===== config.mk =====
export PLATFORM = sky130hd
export DESIGN_NAME = best_fit_block_allocator_core
export DESIGN_NICKNAME = d
export VERILOG_FILES = /design/src/rtl/bfba_pkg.sv /design/src/rtl/bfba_cell.sv /design/src/rtl/best_fit_block_allocator_core.sv
export SDC_FILE = /design/constraint.sdc
export NUM_CORES = 2
export LEC_CHECK = 0
export BUFFER_PORTS_ARGS = -buffer_cell sky130_fd_sc_hd__buf_4
export CAP_MARGIN = 20
export CORE_AREA = 2 2 350 525
export DETAILED_ROUTE_END_ITERATION = 16
export DIE_AREA = 0 0 352 527
export GPL_TIMING_DRIVEN = 0
export PLACE_DENSITY = 0.78
export SKIP_LAST_GASP = 1
export SYNTH_ARGS = -nofsm -noshare
export SYNTH_HDL_FRONTEND = slang
export SYNTH_SLANG_ARGS = --single-unit

===== constraint.sdc =====
create_clock -name clk -period 6.2 [get_ports clk]
set_input_delay 0.93 -clock clk [delete_from_list [all_inputs] [get_ports clk]]
set_output_delay 0.93 -clock clk [all_outputs]
set_load 0.01 [all_outputs]

===== src/rtl/bfba_pkg.sv =====
package bfba_pkg;

	localparam int BFBA_MAX_BLOCKS = 16;
	localparam int ADDR_W          = 16;
	localparam int STATUS_W        = 3;
	localparam int INDEX_W         = 4;

	localparam logic CMD_ADD   = 1'b0;
	localparam logic CMD_ALLOC = 1'b1;

	localparam logic [STATUS_W-1:0] ST_ADDED   = 3'd0;
	localparam logic [STATUS_W-1:0] ST_OVERLAP = 3'd1;
	localparam logic [STATUS_W-1:0] ST_FULL    = 3'd2;
	localparam logic [STATUS_W-1:0] ST_ALLOC   = 3'd3;
	localparam logic [STATUS_W-1:0] ST_NOFIT   = 3'd4;

	// Write strobes broadcast from the controller to every cell.
	typedef struct packed {
		logic ins;
		logic upd;
	} wr_t;

endpackage


===== src/rtl/bfba_cell.sv =====
module bfba_cell #(
	parameter int MAX_BLOCKS = 16,
	parameter int CELL_IDX   = 0,
	parameter int IW         = $clog2(MAX_BLOCKS + 1)
) (
	input  logic                         clk,
	input  logic [IW-1:0]                count,
	input  logic [bfba_pkg::ADDR_W-1:0]  new_start,
	input  logic [bfba_pkg::ADDR_W-1:0]  new_size,
	input  logic [bfba_pkg::ADDR_W:0]    new_end,
	input  logic [bfba_pkg::ADDR_W-1:0]  prev_start,
	input  logic [bfba_pkg::ADDR_W-1:0]  prev_orig,
	input  logic [bfba_pkg::ADDR_W-1:0]  prev_free,
	output logic [bfba_pkg::ADDR_W-1:0]  own_start,
	output logic [bfba_pkg::ADDR_W-1:0]  own_orig,
	output logic [bfba_pkg::ADDR_W-1:0]  own_free,
	input  logic                         ovl_in,
	input  logic [IW-1:0]                pos_in,
	input  logic                         found_in,
	input  logic [bfba_pkg::ADDR_W-1:0]  gap_in,
	input  logic [IW-1:0]                idx_in,
	input  logic [bfba_pkg::ADDR_W-1:0]  bstart_in,
	output logic                         ovl_out,
	output logic [IW-1:0]                pos_out,
	output logic                         found_out,
	output logic [bfba_pkg::ADDR_W-1:0]  gap_out,
	output logic [IW-1:0]                idx_out,
	output logic [bfba_pkg::ADDR_W-1:0]  bstart_out,
	input  bfba_pkg::wr_t                wr,
	input  logic [IW-1:0]                wr_pos,
	input  logic [bfba_pkg::ADDR_W-1:0]  wr_gap
);
	import bfba_pkg::*;

	localparam logic [IW-1:0] MY_IDX = IW'(CELL_IDX);

	logic [ADDR_W-1:0] start_q, orig_q, free_q;
	logic              valid;
	logic [ADDR_W:0]   lo, hi;
	logic              hit;
	logic              fit, take;
	logic [ADDR_W-1:0] gap;

	assign own_start = start_q;
	assign own_orig  = orig_q;
	assign own_free  = free_q;

	always_comb begin
		valid = MY_IDX < count;
		lo    = {1'b0, start_q};
		hi    = lo + {1'b0, orig_q};
		hit   = valid && (({1'b0, new_start} > lo && {1'b0, new_start} < hi) ||
			(new_end > lo && new_end < hi));
		fit   = valid && (free_q >= new_size);
		gap   = free_q - new_size;
		take  = fit && (!found_in || gap < gap_in);
	end

	// The scan front moves one cell per cycle; each cell folds its entry in.
	always_ff @(posedge clk) begin
		ovl_out    <= ovl_in | hit;
		pos_out    <= pos_in + IW'(valid && start_q <= new_start);
		found_out  <= found_in | take;
		gap_out    <= take ? gap : gap_in;
		idx_out    <= take ? MY_IDX : idx_in;
		bstart_out <= take ? start_q : bstart_in;
	end

	always_ff @(posedge clk) begin
		if (wr.ins) begin
			if (MY_IDX > wr_pos) begin
				start_q <= prev_start;
				orig_q  <= prev_orig;
				free_q  <= prev_free;
			end else if (MY_IDX == wr_pos) begin
				start_q <= new_start;
				orig_q  <= new_size;
				free_q  <= new_size;
			end
		end else if (wr.upd && MY_IDX == wr_pos) begin
			free_q <= wr_gap;
		end
	end

endmodule


===== src/rtl/best_fit_block_allocator_core.sv =====
// An accepted request is carried by a scan front that walks the chain of entry
// cells one cell per cycle; its result is registered after the last cell. The
// next request is held off until that result commits, which waits on a stall.
// Reset clears the entry count and handshake state; entry contents are left
// as they are and only entries below the count are ever looked at.
module best_fit_block_allocator_core #(
	parameter int MAX_BLOCKS = bfba_pkg::BFBA_MAX_BLOCKS
) (
	input  logic                          clk,
	input  logic                          arst_n,
	input  logic                          in_valid,
	output logic                          in_stall,
	input  logic                          command,
	input  logic [bfba_pkg::ADDR_W-1:0]   start_address,
	input  logic [bfba_pkg::ADDR_W-1:0]   size,
	output logic                          out_valid,
	input  logic                          out_stall,
	output logic [bfba_pkg::STATUS_W-1:0] status,
	output logic [bfba_pkg::INDEX_W-1:0]  block_index,
	output logic [bfba_pkg::ADDR_W-1:0]   block_start,
	output logic [bfba_pkg::ADDR_W-1:0]   remaining
);
	import bfba_pkg::*;

	localparam int IW = $clog2(MAX_BLOCKS + 1);
	localparam logic [IW-1:0] LAST = IW'(MAX_BLOCKS);

	logic              busy_q;
	logic [IW-1:0]     cnt_q;
	logic [IW-1:0]     count_q;
	logic              cmd_q;
	logic [ADDR_W-1:0] start_q, size_q;
	logic [ADDR_W:0]   end_w;
	logic              out_valid_q;
	logic [STATUS_W-1:0] status_q;
	logic [INDEX_W-1:0]  index_q;
	logic [ADDR_W-1:0]   bstart_q, rem_q;

	logic [ADDR_W-1:0] c_start [MAX_BLOCKS+1];
	logic [ADDR_W-1:0] c_orig  [MAX_BLOCKS+1];
	logic [ADDR_W-1:0] c_free  [MAX_BLOCKS+1];
	logic              s_ovl   [MAX_BLOCKS+1];
	logic [IW-1:0]     s_pos   [MAX_BLOCKS+1];
	logic              s_found [MAX_BLOCKS+1];
	logic [ADDR_W-1:0] s_gap   [MAX_BLOCKS+1];
	logic [IW-1:0]     s_idx   [MAX_BLOCKS+1];
	logic [ADDR_W-1:0] s_bst   [MAX_BLOCKS+1];

	logic              commit;
	wr_t               wr;
	logic [IW-1:0]     wr_pos;
	logic              add_ok;

	assign in_stall    = busy_q;
	assign out_valid   = out_valid_q;
	assign status      = status_q;
	assign block_index = index_q;
	assign block_start = bstart_q;
	assign remaining   = rem_q;
	assign end_w       = {1'b0, start_q} + {1'b0, size_q};

	// Head of the chain: neutral scan values and no neighbor for cell zero.
	assign c_start[0] = '0;
	assign c_orig[0]  = '0;
	assign c_free[0]  = '0;
	assign s_ovl[0]   = 1'b0;
	assign s_pos[0]   = '0;
	assign s_found[0] = 1'b0;
	assign s_gap[0]   = '0;
	assign s_idx[0]   = '0;
	assign s_bst[0]   = '0;

	for (genvar g = 0; g < MAX_BLOCKS; g++) begin : g_cell
		bfba_cell #(
			.MAX_BLOCKS(MAX_BLOCKS),
			.CELL_IDX  (g),
			.IW        (IW)
		) u_cell (
			.clk       (clk),
			.count     (count_q),
			.new_start (start_q),
			.new_size  (size_q),
			.new_end   (end_w),
			.prev_start(c_start[g]),
			.prev_orig (c_orig[g]),
			.prev_free (c_free[g]),
			.own_start (c_start[g+1]),
			.own_orig  (c_orig[g+1]),
			.own_free  (c_free[g+1]),
			.ovl_in    (s_ovl[g]),
			.pos_in    (s_pos[g]),
			.found_in  (s_found[g]),
			.gap_in    (s_gap[g]),
			.idx_in    (s_idx[g]),
			.bstart_in (s_bst[g]),
			.ovl_out   (s_ovl[g+1]),
			.pos_out   (s_pos[g+1]),
			.found_out (s_found[g+1]),
			.gap_out   (s_gap[g+1]),
			.idx_out   (s_idx[g+1]),
			.bstart_out(s_bst[g+1]),
			.wr        (wr),
			.wr_pos    (wr_pos),
			.wr_gap    (s_gap[MAX_BLOCKS])
		);
	end

	// The tail of the chain holds the full answer once every cell has been passed.
	always_comb begin
		commit = busy_q && cnt_q == LAST && (!out_valid_q || !out_stall);
		add_ok = !s_ovl[MAX_BLOCKS] && count_q < LAST;
		wr.ins = commit && cmd_q == CMD_ADD && add_ok;
		wr.upd = commit && cmd_q == CMD_ALLOC && s_found[MAX_BLOCKS];
		wr_pos = (cmd_q == CMD_ADD) ? s_pos[MAX_BLOCKS] : s_idx[MAX_BLOCKS];
	end

	always_ff @(posedge clk or negedge arst_n) begin
		if (!arst_n) begin
			busy_q      <= 1'b0;
			cnt_q       <= '0;
			count_q     <= '0;
			out_valid_q <= 1'b0;
		end else begin
			if (!busy_q && in_valid) begin
				busy_q <= 1'b1;
				cnt_q  <= '0;
			end else if (busy_q && cnt_q != LAST) begin
				cnt_q <= cnt_q + IW'(1);
			end
			if (commit) begin
				busy_q      <= 1'b0;
				out_valid_q <= 1'b1;
				if (wr.ins)
					count_q <= count_q + IW'(1);
			end else if (out_valid_q && !out_stall) begin
				out_valid_q <= 1'b0;
			end
		end
	end

	always_ff @(posedge clk) begin
		if (!busy_q && in_valid) begin
			cmd_q   <= command;
			start_q <= start_address;
			size_q  <= size;
		end
		if (commit) begin
			case (cmd_q)
				CMD_ADD: begin
					if (s_ovl[MAX_BLOCKS]) begin
						status_q <= ST_OVERLAP;
						index_q  <= '0;
						bstart_q <= '0;
						rem_q    <= '0;
					end else if (!add_ok) begin
						status_q <= ST_FULL;
						index_q  <= '0;
						bstart_q <= '0;
						rem_q    <= '0;
					end else begin
						status_q <= ST_ADDED;
						index_q  <= INDEX_W'(s_pos[MAX_BLOCKS]);
						bstart_q <= start_q;
						rem_q    <= size_q;
					end
				end
				CMD_ALLOC: begin
					if (s_found[MAX_BLOCKS]) begin
						status_q <= ST_ALLOC;
						index_q  <= INDEX_W'(s_idx[MAX_BLOCKS]);
						bstart_q <= s_bst[MAX_BLOCKS];
						rem_q    <= s_gap[MAX_BLOCKS];
					end else begin
						status_q <= ST_NOFIT;
						index_q  <= '0;
						bstart_q <= '0;
						rem_q    <= '0;
					end
				end
				default: begin
					status_q <= ST_NOFIT;
					index_q  <= '0;
					bstart_q <= '0;
					rem_q    <= '0;
				end
			endcase
		end
	end

endmodule

==> impl_metrics.py <==
metrics = {
    "outcome": {
        "status": "finished, violations left",
        "violations": "negative setup slack",
    },
    "critical_path": {
        "crit_chain": "buf_2 -> inv_1 -> buf_16 -> ha_1 -> a21o_1 -> and3_1 -> a221oi_1 -> nor2b_1 -> xnor2_1 -> ha_1 -> a21o_1 -> a21o_1 -> a21oi_1 -> o21ai_0 -> o21a_1 -> nor2_2 -> buf_6 -> buf_2 -> mux2_2",
        "crit_family": "buffers and inverters",
        "cp_slowest_cell": "buf_2",
        "required_ps": 6900,
        "startpoint": "size_q[10]",
        "cp.buffers_inverters": 5,
        "regToRegStartpoint": "size_q[10]",
        "worst_path_largest_cell_delay_ps": 820,
        "cp_max_fo": 12,
        "cp.arrival_ps": 6950,
        "worstSetupStartpointType": "flop",
        "cp-end-kind": "flop",
        "critPathMostFrequentCell": "a21o_1",
        "crit_type": "reg -> reg",
    },
    "floorplanning": {
        "dieArea_um2": 186000,
        "core_um2": 181000,
        "num_rows": 192,
        "die_x_um": 352,
        "die_h_um": 527,
        "io-pin-count": 78,
        "start_util": 0.586,
    },
    "timing": {
        "slew_violations": 0,
        "fin_skew_ps": 83.7,
        "finalHoldViolations": 0,
        "tns_ps": -332,
        "fin_crit_sh": 1.01,
        "max_clock_freq_ghz": 0.160,
        "max-slew-margin-rel": 0.0628,
        "finalSetupViolCount": 14,
        "whs_ps": 228,
        "fin_ws_ps": -48.7,
        "tightest_slew_ps": 1370,
        "period_needed_ps": 6250,
    },
    "logic_synthesis": {
        "ys_seq_area_frac": 0.365,
        "synth_cells": 11098,
        "synthesis.area_um2": 106000,
        "yosys_warnings": 0,
        "async_flop_share": 0.00792,
        "synth_fp_nets": 12913,
        "synthFlopType": "edfxtp_1",
        "synth_area_per_cell_um2": 9.58,
        "ys_types": 90,
        "yosys_register_bits": 1515,
        "synth_edf_count": 840,
    },
    "pwr": {
        "p_per_area_nw_per_um2": 340,
        "vdd_ir_drop_max_v": 0.000337,
        "switching_share": 0.394,
        "p_seq_frac": 0.351,
        "p_leak_nw": 53.3,
        "p_sw_mw": 16.0,
        "p_int_mw": 24.7,
        "p_comb_frac": 0.403,
        "total_power_mw": 40.8,
        "p_clk_frac": 0.246,
    },
    "global_routing": {
        "grt_pass1_wl_um": 660000,
        "grt_usage": 0.500,
        "overflow": 0,
        "grt_antenna_before_repair": 37,
        "grt_start_max_net_pins": 34,
        "grt_pass1_vias": 94745,
    },
    "routing": {
        "drt_iter0_drc": 11146,
        "drtPass1Iterations": 9,
        "drt_wl_total_um": 473000,
        "wl_met2_um": 208000,
        "via_per_inst": 6.73,
        "ant_nets": 0,
        "vias": 95058,
        "drc": 0,
        "routedWlPerCell_um": 33.5,
        "met3_length_um": 51200,
        "highest_layer": "met5",
        "drt-met1-wl_um": 140000,
    },
    "hold_path": {
        "hp-class": "in -> reg",
        "min-delay-start": "size[1]",
    },
    "clock_tree": {
        "cts_buffer_depth": 4,
        "cts-root-buf": "clkbuf_16",
        "cts_htree_levels": 4,
        "clk_latency_ps": 900,
        "clk_pin_slew_ps": 60,
        "clkSinkCount": 1515,
        "cts_tree": "done",
        "cts_made_buffers": 160,
    },
    "cells_and_area": {
        "nNetsFinal": 13367,
        "final_util": 0.660,
        "multi_input_comb_area_um2": 63800,
        "fillers": 14641,
        "drive_gt1_frac": 0.106,
        "area_growth_pct": 12.6,
        "register_area_um2": 38800,
    },
    "placed_design": {
        "dp.final_hpwl_um": 376000,
        "gp_congestion": 1.13,
        "place_worst_setup_slack_ps": -1550,
        "numPortBuffers": 77,
    },
    "job": {
        "max-cap-violations": 0,
    },
}
## what timing repair did
item / 4_1_cts / 5_1_grt
hold buffers: 1 / 0
hold endpoints to repair: 12 / 0
gates resized for setup: 22 / 41
setup endpoints to repair: 503 / 374
buffers inserted: 17 / 4
pin swaps: 2 / 1
## registers in the layout, indices dropped and copies added (netlist names), 49 cells and up
| signal | count |
|---|---|
| g_cell.u_cell.gap_out | 256 |
| g_cell.u_cell.own_free | 256 |
| g_cell.u_cell.own_orig | 256 |
| g_cell.u_cell.bstart_out | 256 |
| g_cell.u_cell.own_start | 256 |
| g_cell.u_cell.pos_out | 70 |
| g_cell.u_cell.idx_out | 49 |
## synth_stat cells, drive strengths merged, types with 24 or more instances
cell / count / share of area
nand3: 176 / 0.0083
a21o: 340 / 0.024
a21boi: 43 / 0.0030
or3: 34 / 0.0020
o31ai: 41 / 0.0029
and3: 65 / 0.0038
and4: 27 / 0.0022
nor2: 519 / 0.018
inv: 743 / 0.026
clkbuf: 245 / 0.0086
buf: 87 / 0.0045
nand2: 1382 / 0.049
xnor2: 270 / 0.022
o2111ai: 26 / 0.0021
mux2: 470 / 0.050
a211o: 33 / 0.0027
dfxtp: 663 / 0.12
o211ai: 57 / 0.0040
a211oi: 99 / 0.0071
a21oi: 940 / 0.044
edfxtp: 840 / 0.24
a221oi: 24 / 0.0020
nor3: 153 / 0.0072
nor2b: 130 / 0.0076
fa: 33 / 0.0062
or2: 40 / 0.0024
o41ai: 27 / 0.0025
a2111oi: 65 / 0.0056
maj3: 28 / 0.0027
xor2: 185 / 0.015
o21bai: 71 / 0.0050
o21a: 170 / 0.012
and2: 29 / 0.0017
a22o: 40 / 0.0033
o21ai: 636 / 0.030
nand4: 161 / 0.0095
a31oi: 122 / 0.0072
nand2b: 117 / 0.0069
ha: 1745 / 0.21
## cell usage in the layout, fill, tap and decap left out, drive strengths merged, types with 117 or more instances in the layout
cell    netlist  layout
nand2      1382    1382
xor2        185     185
o21a        170     170
nor2        519     519
nand2b      117     117
nor3        153     153
edfxtp      840     840
inv         743     754
a31oi       122     122
nand4       161     161
dfxtp       663     663
clkbuf      245     447
xnor2       270     270
mux2        470     470
nor2b       130     130
buf          87     377
nand3       176     176
a21oi       940     940
ha         1745    1745
a21o        340     340
o21ai       636     636
## metrics by stage
stage	cells	area, um^2
floorplan	11098	106000
global placement	13600	110000
detailed placement	13779	114000
CTS	14081	119000
global route	14104	120000
finish	14127	120000
## final timing paths
| path | end | slack, ps | cells after the start |
|---|---|---|---|
| max in group asynchronous | count_q[2] | 5490 | 2 |
| setup reg to reg | g_cell[11].u_cell.bstart_out[10] | -50 | 19 |
| setup / recovery | g_cell[11].u_cell.bstart_out[10] | -50 | 19 |
| min in group asynchronous | in_stall | 470 | 2 |
| hold reg to reg | g_cell[14].u_cell.idx_out[3] | 410 | 1 |
| hold / removal | size_q[1] | 230 | 1 |
## layout make-up
type	count	area share
Clock inverter	83	0.00695
Tap cell	2425	0.0253
Multi-Input combinational cell	8508	0.533
Buffer	332	0.0122
Inverter	743	0.0234
Timing Repair Buffer	292	0.0371
Clock buffer	201	0.0372
Sequential cell	1515	0.324
Antenna cell	28	0.000585
## per-layer routing
| layer | global-route usage | vias up |
|---|---|---|
| li1 | - | 41446 |
| met2 | 0.792 | 6433 |
| met5 | 0.00519 | - |
| met1 | 0.471 | 44290 |
| met4 | 0.604 | 18 |
| met3 | 0.162 | 2871 |
## cell families (layout without fill, tap and decap cells)
group | after synthesis | count (layout) | synth area share
and+or+nand+nor | 2895 | 2895 | 0.123
AOI/OAI and AO/OA | 2865 | 2865 | 0.169
adders and majority gates | 1806 | 1806 | 0.214
DFF | 1515 | 1515 | 0.365
buffers and inverters | 1075 | 1651 | 0.0394
muxes | 487 | 487 | 0.0514
xor gates and xnor gates | 455 | 455 | 0.0377
other | 0 | 28 | 0
## power groups by stage
stage	Clock, mW	Combinational (mW)	Sequential [mW]
after floorplan	0	9.33	13.9
after global placement	0	14.0	14.5
after detailed placement	0	15.3	14.4
after CTS	9.94	15.5	14.2
after global routing	10.3	17.4	14.4
final	10.0	16.4	14.3
Power figures use the tool's default switching activity.
